<file path="src/rtl/mpi_pkg.sv">
// ----------------------------------------------------------------------------
// mpi_pkg: shared types and constants for the modular power / inverse core
// widths of the operands, reset modulus, operation codes, sequencer states,
// multiplier bus
// ----------------------------------------------------------------------------
package mpi_pkg;

  // modulus width used by the arithmetic (8 .. 32)
  localparam int MOD_BITS = 31;
  // exponent bits walked by the square and multiply loop (8 .. 64)
  localparam int EXP_BITS = 32;
  // width of the base and of the second multiplier operand
  localparam int BASE_BITS = 32;
  // width of the exponent port
  localparam int EXPIN_BITS = 32;
  // width of the modulus register and of the result port
  localparam int CFG_BITS = 31;
  localparam int RES_BITS = 31;

  localparam logic [CFG_BITS-1:0] MODULUS_RESET = CFG_BITS'(1000000009);

  // operation carried by in_kind
  typedef enum logic {
    OP_POWER   = 1'b0,
    OP_INVERSE = 1'b1
  } op_kind_t;

  typedef enum logic [3:0] {
    S_IDLE,
    S_RED,
    S_RED_WAIT,
    S_GCD,
    S_GCD_WAIT,
    S_EXP,
    S_SQ_WAIT,
    S_MUL,
    S_MUL_WAIT,
    S_DONE
  } mpi_state_t;

  typedef struct packed {
    logic                 start;
    logic [MOD_BITS-1:0]  a;
    logic [BASE_BITS-1:0] b;
    logic [MOD_BITS-1:0]  m;
  } mpi_mul_req_t;

  typedef struct packed {
    logic                busy;
    logic                done;
    logic [MOD_BITS-1:0] r;
  } mpi_mul_rsp_t;

endpackage

</file>
<file path="src/rtl/mpi_mulmod.sv">
// ----------------------------------------------------------------------------
// mpi_mulmod: bit-serial modular multiplier
// computes (a * b) mod m one bit of b per cycle, msb first; a < m required
// ----------------------------------------------------------------------------
module mpi_mulmod (
  input  logic                 clk,
  input  logic                 rst_n,
  input  mpi_pkg::mpi_mul_req_t req,
  output mpi_pkg::mpi_mul_rsp_t rsp
);

  localparam int CW = $clog2(mpi_pkg::BASE_BITS + 1);
  localparam int W  = mpi_pkg::MOD_BITS + 2;

  logic [mpi_pkg::MOD_BITS-1:0]  acc_r, acc_nxt;
  logic [mpi_pkg::MOD_BITS-1:0]  a_r, a_nxt;
  logic [mpi_pkg::BASE_BITS-1:0] b_r, b_nxt;
  logic [mpi_pkg::MOD_BITS-1:0]  m_r, m_nxt;
  logic [CW-1:0]                 cnt_r, cnt_nxt;
  logic                          busy_r, busy_nxt;
  logic                          done_r, done_nxt;

  logic [W-1:0] t;
  logic [W-1:0] m1;
  logic [W-1:0] m2;
  logic [W-1:0] red;

  // acc < m and a < m, so 2*acc + a < 3m
  always_comb begin
    m1 = W'(m_r);
    m2 = m1 << 1;
    t  = (W'(acc_r) << 1) + (b_r[mpi_pkg::BASE_BITS-1] ? W'(a_r) : '0);
    if (t >= m2) begin
      red = t - m2;
    end else if (t >= m1) begin
      red = t - m1;
    end else begin
      red = t;
    end
  end

  always_comb begin
    acc_nxt  = acc_r;
    a_nxt    = a_r;
    b_nxt    = b_r;
    m_nxt    = m_r;
    cnt_nxt  = cnt_r;
    busy_nxt = busy_r;
    done_nxt = 1'b0;
    if (req.start) begin
      acc_nxt  = '0;
      a_nxt    = req.a;
      b_nxt    = req.b;
      m_nxt    = req.m;
      cnt_nxt  = CW'(mpi_pkg::BASE_BITS);
      busy_nxt = 1'b1;
    end else if (busy_r) begin
      acc_nxt = red[mpi_pkg::MOD_BITS-1:0];
      b_nxt   = b_r << 1;
      cnt_nxt = cnt_r - CW'(1);
      if (cnt_r == CW'(1)) begin
        busy_nxt = 1'b0;
        done_nxt = 1'b1;
      end
    end
  end

  always_ff @(posedge clk) begin
    if (!rst_n) begin
      cnt_r  <= '0;
      busy_r <= 1'b0;
      done_r <= 1'b0;
    end else begin
      cnt_r  <= cnt_nxt;
      busy_r <= busy_nxt;
      done_r <= done_nxt;
    end
  end

  always_ff @(posedge clk) begin
    acc_r <= acc_nxt;
    a_r   <= a_nxt;
    b_r   <= b_nxt;
    m_r   <= m_nxt;
  end

  assign rsp.busy = busy_r;
  assign rsp.done = done_r;
  assign rsp.r    = acc_r;

  a_cnt_live: assert property (@(posedge clk) disable iff (!rst_n)
    busy_r |-> cnt_r != '0)
    else $error("mulmod busy with empty bit counter");

  a_done_reduced: assert property (@(posedge clk) disable iff (!rst_n)
    done_r |-> acc_r < m_r)
    else $error("mulmod result not reduced");

  a_done_idle: assert property (@(posedge clk) disable iff (!rst_n)
    done_r |-> !busy_r)
    else $error("mulmod done while still busy");

  a_last_step: assert property (@(posedge clk) disable iff (!rst_n)
    (busy_r && cnt_r == CW'(1) && !req.start) |=> done_r)
    else $error("mulmod missed done after last step");

endmodule

</file>
<file path="src/rtl/modular_power_inverse_core.sv">
// ----------------------------------------------------------------------------
// modular_power_inverse_core: modular exponentiation and fermat inverse
// Each input transaction asks for base^exponent mod modulus (kind 0) or for
// the inverse of base mod modulus (kind 1), using the modulus held in the
// configuration register (reset 1000000009). The block takes one transaction
// at a time: in_ready is high only while the sequencer is idle, and the
// result sits in an output register so a new transaction can be taken while
// it waits. All arithmetic runs through one bit-serial modular multiplier
// that takes an issue, handles one bit of its 32-bit second operand per
// cycle and then signals done. A power transaction costs one reduction of
// the base plus one squaring per exponent bit below the top set bit and
// one multiply per further set bit. An inverse transaction also reduces
// the base, then runs euclid's gcd with one multiplier operation per
// remainder step (up to about 45 steps for a 31-bit modulus), then the
// power with exponent modulus-2, at most 30 squarings and 30 multiplies.
// A gcd other than 1 gives result 0 with out_no_inverse set. A modulus
// below two gives result 0 and out_no_inverse equal to kind.
// The inverse is correct only for a prime modulus. Configuration writes go
// straight to the register and must only be made while the block is idle.
// ----------------------------------------------------------------------------
module modular_power_inverse_core (
  input  logic                            clk,
  input  logic                            rst_n,
  // input channel
  input  logic                            in_valid,
  output logic                            in_ready,
  input  logic                            in_kind,
  input  logic [mpi_pkg::BASE_BITS-1:0]   in_base,
  input  logic [mpi_pkg::EXPIN_BITS-1:0]  in_exponent,
  // result channel
  output logic                            out_valid,
  input  logic                            out_ready,
  output logic [mpi_pkg::RES_BITS-1:0]    out_result,
  output logic                            out_no_inverse,
  // configuration port
  input  logic                            cfg_we,
  input  logic [mpi_pkg::CFG_BITS-1:0]    cfg_wdata
);

  localparam int MB  = mpi_pkg::MOD_BITS;
  localparam int EB  = mpi_pkg::EXP_BITS;
  localparam int ECW = $clog2(EB + 1);
  // helper widths for zero extension followed by truncation
  localparam int MX  = (mpi_pkg::CFG_BITS > MB) ? mpi_pkg::CFG_BITS : MB;
  localparam int XI  = (mpi_pkg::EXPIN_BITS > EB) ? mpi_pkg::EXPIN_BITS : EB;
  localparam int XM  = (MB > EB) ? MB : EB;
  localparam int XR  = (MB > mpi_pkg::RES_BITS) ? MB : mpi_pkg::RES_BITS;

  mpi_pkg::mpi_state_t state_r, state_nxt;

  logic [mpi_pkg::CFG_BITS-1:0]  modulus_r;
  logic                          kind_r, kind_nxt;
  logic [mpi_pkg::BASE_BITS-1:0] base_r, base_nxt;
  logic [EB-1:0]                 exp_r, exp_nxt;
  logic [ECW-1:0]                ecnt_r, ecnt_nxt;
  logic [MB-1:0]                 br_r, br_nxt;       // base mod m
  logic [MB-1:0]                 ga_r, ga_nxt;       // euclid pair
  logic [MB-1:0]                 gb_r, gb_nxt;
  logic [MB-1:0]                 acc_r, acc_nxt;     // power accumulator
  logic                          started_r, started_nxt;
  logic [MB-1:0]                 res_r, res_nxt;
  logic                          flag_r, flag_nxt;
  logic                          out_valid_r, out_valid_nxt;
  logic [mpi_pkg::RES_BITS-1:0]  out_result_r, out_result_nxt;
  logic                          out_no_inverse_r, out_no_inverse_nxt;

  mpi_pkg::mpi_mul_req_t req;
  mpi_pkg::mpi_mul_rsp_t rsp;

  logic [MX-1:0] mod_ext;
  logic [MB-1:0] m;
  logic          m_small;
  logic [XI-1:0] exp_in_ext;
  logic [XM-1:0] exp_inv_ext;
  logic [XR-1:0] res_ext;
  logic          in_acc;
  logic          out_free;
  logic          exp_bit;

  // effective modulus and derived operands
  always_comb begin
    mod_ext     = MX'(modulus_r);
    m           = mod_ext[MB-1:0];
    m_small     = m < MB'(2);
    exp_in_ext  = XI'(in_exponent);
    exp_inv_ext = XM'(m - MB'(2));
    res_ext     = XR'(res_r);
    exp_bit     = exp_r[EB-1];
  end

  assign in_acc   = in_valid && in_ready;
  assign out_free = !out_valid_r || out_ready;

  // shared multiplier
  mpi_mulmod u_mulmod (
    .clk   (clk),
    .rst_n (rst_n),
    .req   (req),
    .rsp   (rsp)
  );

  // next state
  always_comb begin
    state_nxt = state_r;
    case (state_r)
      mpi_pkg::S_IDLE: begin
        if (in_valid) begin
          state_nxt = m_small ? mpi_pkg::S_DONE : mpi_pkg::S_RED;
        end
      end
      mpi_pkg::S_RED: begin
        state_nxt = mpi_pkg::S_RED_WAIT;
      end
      mpi_pkg::S_RED_WAIT: begin
        if (rsp.done) begin
          state_nxt = (kind_r == mpi_pkg::OP_INVERSE) ? mpi_pkg::S_GCD : mpi_pkg::S_EXP;
        end
      end
      mpi_pkg::S_GCD: begin
        if (ga_r == '0) begin
          state_nxt = (gb_r == MB'(1)) ? mpi_pkg::S_EXP : mpi_pkg::S_DONE;
        end else if (ga_r == MB'(1)) begin
          state_nxt = mpi_pkg::S_EXP;
        end else begin
          state_nxt = mpi_pkg::S_GCD_WAIT;
        end
      end
      mpi_pkg::S_GCD_WAIT: begin
        if (rsp.done) begin
          state_nxt = mpi_pkg::S_GCD;
        end
      end
      mpi_pkg::S_EXP: begin
        if (ecnt_r == '0) begin
          state_nxt = mpi_pkg::S_DONE;
        end else if (started_r) begin
          state_nxt = mpi_pkg::S_SQ_WAIT;
        end
      end
      mpi_pkg::S_SQ_WAIT: begin
        if (rsp.done) begin
          state_nxt = exp_bit ? mpi_pkg::S_MUL : mpi_pkg::S_EXP;
        end
      end
      mpi_pkg::S_MUL: begin
        state_nxt = mpi_pkg::S_MUL_WAIT;
      end
      mpi_pkg::S_MUL_WAIT: begin
        if (rsp.done) begin
          state_nxt = mpi_pkg::S_EXP;
        end
      end
      mpi_pkg::S_DONE: begin
        if (out_free) begin
          state_nxt = mpi_pkg::S_IDLE;
        end
      end
      default: begin
        state_nxt = mpi_pkg::S_IDLE;
      end
    endcase
  end

  // sequencer outputs: handshake and multiplier issue
  always_comb begin
    in_ready  = 1'b0;
    req.start = 1'b0;
    req.a     = MB'(1);
    req.b     = mpi_pkg::BASE_BITS'(acc_r);
    req.m     = m;
    case (state_r)
      mpi_pkg::S_IDLE: begin
        in_ready = 1'b1;
      end
      mpi_pkg::S_RED: begin
        // base mod m as 1 * base
        req.start = 1'b1;
        req.b     = base_r;
      end
      mpi_pkg::S_GCD: begin
        // gb mod ga as 1 * gb under modulus ga
        req.start = (ga_r > MB'(1));
        req.b     = mpi_pkg::BASE_BITS'(gb_r);
        req.m     = ga_r;
      end
      mpi_pkg::S_EXP: begin
        // squaring
        req.start = (ecnt_r != '0) && started_r;
        req.a     = acc_r;
      end
      mpi_pkg::S_MUL: begin
        req.start = 1'b1;
        req.a     = acc_r;
        req.b     = mpi_pkg::BASE_BITS'(br_r);
      end
      default: begin
        req.start = 1'b0;
      end
    endcase
  end

  // datapath next values
  always_comb begin
    kind_nxt           = kind_r;
    base_nxt           = base_r;
    exp_nxt            = exp_r;
    ecnt_nxt           = ecnt_r;
    br_nxt             = br_r;
    ga_nxt             = ga_r;
    gb_nxt             = gb_r;
    acc_nxt            = acc_r;
    started_nxt        = started_r;
    res_nxt            = res_r;
    flag_nxt           = flag_r;
    out_valid_nxt      = out_valid_r;
    out_result_nxt     = out_result_r;
    out_no_inverse_nxt = out_no_inverse_r;

    // result register drains on its own handshake
    if (out_valid_r && out_ready) begin
      out_valid_nxt = 1'b0;
    end

    case (state_r)
      mpi_pkg::S_IDLE: begin
        if (in_acc) begin
          kind_nxt    = in_kind;
          base_nxt    = in_base;
          exp_nxt     = exp_in_ext[EB-1:0];
          ecnt_nxt    = ECW'(EB);
          acc_nxt     = MB'(1);
          started_nxt = 1'b0;
          res_nxt     = '0;
          // covers the small modulus case; cleared once an inverse exists
          flag_nxt    = (in_kind == mpi_pkg::OP_INVERSE);
        end
      end
      mpi_pkg::S_RED_WAIT: begin
        if (rsp.done) begin
          br_nxt = rsp.r;
          ga_nxt = rsp.r;
          gb_nxt = m;
          if (kind_r == mpi_pkg::OP_INVERSE) begin
            exp_nxt = exp_inv_ext[EB-1:0];
          end
        end
      end
      mpi_pkg::S_GCD: begin
        // gcd is 1: inverse exists
        if ((ga_r == '0 && gb_r == MB'(1)) || ga_r == MB'(1)) begin
          flag_nxt = 1'b0;
        end
      end
      mpi_pkg::S_GCD_WAIT: begin
        if (rsp.done) begin
          gb_nxt = ga_r;
          ga_nxt = rsp.r;
        end
      end
      mpi_pkg::S_EXP: begin
        if (ecnt_r == '0) begin
          res_nxt = acc_r;
        end else if (!started_r) begin
          // leading zero bits leave the accumulator at 1
          if (exp_bit) begin
            acc_nxt     = br_r;
            started_nxt = 1'b1;
          end
          exp_nxt  = exp_r << 1;
          ecnt_nxt = ecnt_r - ECW'(1);
        end
      end
      mpi_pkg::S_SQ_WAIT: begin
        if (rsp.done) begin
          acc_nxt = rsp.r;
          if (!exp_bit) begin
            exp_nxt  = exp_r << 1;
            ecnt_nxt = ecnt_r - ECW'(1);
          end
        end
      end
      mpi_pkg::S_MUL_WAIT: begin
        if (rsp.done) begin
          acc_nxt  = rsp.r;
          exp_nxt  = exp_r << 1;
          ecnt_nxt = ecnt_r - ECW'(1);
        end
      end
      mpi_pkg::S_DONE: begin
        if (out_free) begin
          out_valid_nxt      = 1'b1;
          out_result_nxt     = res_ext[mpi_pkg::RES_BITS-1:0];
          out_no_inverse_nxt = flag_r;
        end
      end
      default: begin
        res_nxt = res_r;
      end
    endcase
  end

  // control registers
  always_ff @(posedge clk) begin
    if (!rst_n) begin
      state_r     <= mpi_pkg::S_IDLE;
      modulus_r   <= mpi_pkg::MODULUS_RESET;
      out_valid_r <= 1'b0;
    end else begin
      state_r     <= state_nxt;
      out_valid_r <= out_valid_nxt;
      if (cfg_we) begin
        modulus_r <= cfg_wdata;
      end
    end
  end

  // payload registers
  always_ff @(posedge clk) begin
    kind_r           <= kind_nxt;
    base_r           <= base_nxt;
    exp_r            <= exp_nxt;
    ecnt_r           <= ecnt_nxt;
    br_r             <= br_nxt;
    ga_r             <= ga_nxt;
    gb_r             <= gb_nxt;
    acc_r            <= acc_nxt;
    started_r        <= started_nxt;
    res_r            <= res_nxt;
    flag_r           <= flag_nxt;
    out_result_r     <= out_result_nxt;
    out_no_inverse_r <= out_no_inverse_nxt;
  end

  assign out_valid      = out_valid_r;
  assign out_result     = out_result_r;
  assign out_no_inverse = out_no_inverse_r;

  a_no_inv_zero: assert property (@(posedge clk) disable iff (!rst_n)
    (out_valid_r && out_no_inverse_r) |-> out_result_r == '0)
    else $error("no_inverse result carries a nonzero value");

  a_issue_idle: assert property (@(posedge clk) disable iff (!rst_n)
    req.start |-> !rsp.busy)
    else $error("multiplier issued while busy");

  a_done_waited: assert property (@(posedge clk) disable iff (!rst_n)
    rsp.done |-> (state_r == mpi_pkg::S_RED_WAIT || state_r == mpi_pkg::S_GCD_WAIT ||
                  state_r == mpi_pkg::S_SQ_WAIT || state_r == mpi_pkg::S_MUL_WAIT))
    else $error("multiplier done outside a wait state");

endmodule

</file>
<file path="config.mk">
export PLATFORM = sky130hd
export DESIGN_NAME = modular_power_inverse_core
export DESIGN_NICKNAME = d
export VERILOG_FILES = /design/src/rtl/mpi_pkg.sv /design/src/rtl/mpi_mulmod.sv /design/src/rtl/modular_power_inverse_core.sv
export SDC_FILE = /design/constraint.sdc
export NUM_CORES = 1
export LEC_CHECK = 0
export BUFFER_PORTS_ARGS = -buffer_cell sky130_fd_sc_hd__buf_2
export CELL_PAD_IN_SITES_DETAIL_PLACEMENT = 1
export CELL_PAD_IN_SITES_GLOBAL_PLACEMENT = 1
export CORE_UTILIZATION = 30
export DETAILED_ROUTE_END_ITERATION = 7
export GPL_ROUTABILITY_DRIVEN = 0
export PLACE_DENSITY_LB_ADDON = 0.1
export SYNTH_ARGS = -nofsm -noshare
export SYNTH_HDL_FRONTEND = slang
export SYNTH_HIERARCHICAL = 1
export SYNTH_SLANG_ARGS = --single-unit
</file>
<file path="constraint.sdc">
create_clock -name clk -period 10.2 [get_ports clk]
set_input_delay 1.02 -clock clk [delete_from_list [all_inputs] [get_ports clk]]
set_output_delay 1.02 -clock clk [all_outputs]
set_load 0.1 [all_outputs]
</file>
==> metrics.md <==
| Metric | Value |
|---|---|
| Run status | `finished, final reports clean` |
| Path type of the worst setup path | `flop to flop` |
| Setup fix buffers added after clock tree synthesis | `0` |
| Floorplan core area | `76500 sq um` |
| Number of pins with negative max-slew slack in the final report | `0` |
| Worst slack at placement | `4.37 ns` |
| Area growth, synth to finish | `14.1%` |
| Count of nets after finishing | `2432` |
| Sink Count | `429` |
| Net count of the mapped netlist | `2345` |
| Number of antenna violations at the first check in global routing | `1` |
| CTS tree | `built` |
| Startpoint class of the critical path | `flop` |
| Row count | `101` |
| Minimum setup slack in the final design | `4.24 ns` |
| Root Driver | `clkbuf_16` |
| Die area | `79000 sq um` |
| Start point of the worst hold path | `res_ext[14]` |
| Total Routing Usage GR | `20.5%` |
| Maximum fanout count along the critical path | `31` |
| Post-synth design cell area | `23400 sq um` |
| Number of setup violations in the final report | `0` |
| Fraction of final layout cells with drive strength greater than 1 | `15.0%` |
| Filler cells | `8438` |
| Global route total overflow | `0` |
| Synthesis Warnings | `6` |
| Cell type of the slowest stage on the worst timing path | `xnor2_1` |
| Area used by sequential logic in the layout | `12100 sq um` |
| Final HPWL from detailed placement | `61.3 mm` |
| Clock-pin slew reported for the worst setup and hold paths after clock tree synthesis | `0.06 ns` |
| Number of cells produced by synthesis | `2145` |
| Chip Height | `281 um` |
| Number of design rule violations left after detail routing | `0` |
| I/O pin cnt | `135` |
| Number of hold buffers added after CTS | `0` |
| Count of vias placed by the detailed router | `17500` |
| Buffering stage count on the worst path with inverters included | `2` |
| Highest achievable clock rate | `168 MHz` |
| Drt wl/cell | `24.7 um` |
| Vias per cell | `5.31` |
| Worst-Skew Late Latency | `0.61 ns` |
| Hold Vio Cnt, Final | `0` |
| Crit-path cells | `buf_4 -> and2_1 -> ha_1 -> fa_1 -> a211oi_1 -> o21ai_0 -> nand4_1 -> and3_4 -> or2_2 -> a21oi_1 -> nor2_1 -> xnor2_1 -> ha_1 -> and2_1 -> a21oi_1 -> o21ai_0 -> a31oi_1 -> o22ai_1 -> a2bb2oi_1 -> nor2_1 -> buf_4 -> nand2_1 -> a211oi_1 -> a311o_1` |
| Worst Clk Skew | `0.0157 ns` |
| Actual slew at the worst max-slew pin | `1.21 ns` |
| Critical path endpoint category | `flop` |
| Worst relative slew slack | `19.2%` |
| First-pass iteration count of the detailed router | `7` |
| Crit path depth | `24` |
| Average cell area after synthesis | `10.9 sq um` |
| Cell count after placement | `3210` |
| Count of placed standard cells in the final layout, fillers left out | `3305` |
| First-pass GRT wire length | `121 mm` |
| Leak | `10.1 nW` |
| Starting DRC count in detailed routing | `1112` |
| Logic depth of the worst register-to-register path | `24` |
| Final period utilization | `58.4%` |
| Maximum number of pins on one net before global-route repair | `69` |
| Arrival time reported for the critical path endpoint | `6.51 ns` |
| Startpoint of the worst setup timing path | `u_mulmod/b_r[31]` |
| Multi-input gate area in the final layout | `10500 sq um` |
| Hold Path Class | `flop to flop` |
| Commonest non-fill, non-tap cells in the layout | `edfxtp_1 (354), nand2_1 (218), buf_2 (134), a21oi_1 (131), nor2_1 (121)` |
| PnR Total Power | `10.4 mW` |
| Quantity of I/O buffers inserted on ports | `134` |
| Utilization after layout | `34.9%` |
| Number of instances on the worst hold path | `0` |
| Crit-path leading delay family | `compound AO/OA/AOI/OAI gates` |
| Shortest period the worst path allows | `5.96 ns` |
| Max Root-Sink Buffers | `3` |
| Setup TNS | `0 ns` |
| Via count of the first global-routing pass | `18400` |
| Routed Antenna Nets | `0` |
| Post-CTS resize count | `0` |
| Horizontal die dimension | `281 um` |
| Power density cells | `391 nW/um^2` |
| Number of buffers added by the clock tree synthesis step | `50` |
| Max-cap check violation count | `0` |
| Effective utilization at floorplan | `30.6%` |
| Launch point of the worst reg-to-reg path | `u_mulmod/b_r[31]` |
| H-tree level count | `2` |
| Routed wire length | `81.6 mm` |
| Critical Path RT | `10.75 ns` |
| Worst vdd ir | `0.180 mV` |
| Critical path's largest stage delay | `0.43 ns` |
| Most frequent standard cell in the layout excluding fill and tap cells | `edfxtp_1` |
| Unrepaired setup endpoints after global routing | `false` |
power by group:
part | leakage [nW] | switching [mW] | total [mW] | internal (mW)
logic | 5.30 | 3.58 | 5.62 | 2.03
clock network | 0.812 | 0.775 | 1.81 | 1.04
registers | 3.96 | 0.378 | 2.99 | 2.61
metal layers:
layer,global-route usage (%),vias up,routed length (um)
met5,0,-,0
met4,5.91,0,1910
met3,2.49,99,2820
met2,35.5,378,40600
met1,26.7,8868,36300
li1,-,8198,-
sequential cells by signal, summed over array words and instances (netlist names), 4 cells and up:
| name | count |
|---|---|
| base_r | 32 |
| exp_r | 32 |
| u_mulmod/b_r | 32 |
| acc_r | 31 |
| br_r | 31 |
| ga_r | 31 |
| gb_r | 31 |
| m | 31 |
| out_result | 31 |
| res_ext | 31 |
| u_mulmod/a_r | 31 |
| u_mulmod/acc_r | 31 |
| u_mulmod/m_r | 31 |
| ecnt_r | 6 |
| u_mulmod/cnt_r | 6 |
| state_r | 4 |
per-stage QoR:
stage,instance area (sq um),hold WS (ns)
global placement,25000,0.401
floorplan,23400,0.400
global route,26700,0.426
CTS,26700,0.421
detailed placement,25000,0.406
finish,26700,0.419
path summary, 6_finish.rpt:
check,to,slack [ns]
worst min-delay path,out_result[14],0.42
worst max-delay path,u_mulmod/acc_r[18],4.24
worst max register to register,u_mulmod/acc_r[18],4.24
worst min register to register,out_result[14],0.42
final cells by class:
cell class	count	share of cell area, %
Tap cell	1030	4.83
Inverter	77	1.08
Antenna cell	1	0.00939
Clock buffer	60	5.14
Sequential cell	429	45.5
Timing Repair Buffer	153	3.05
Clock inverter	34	1.01
Multi-Input combinational cell	1521	39.4
Note: power is estimated with default switching activity, not from simulation.
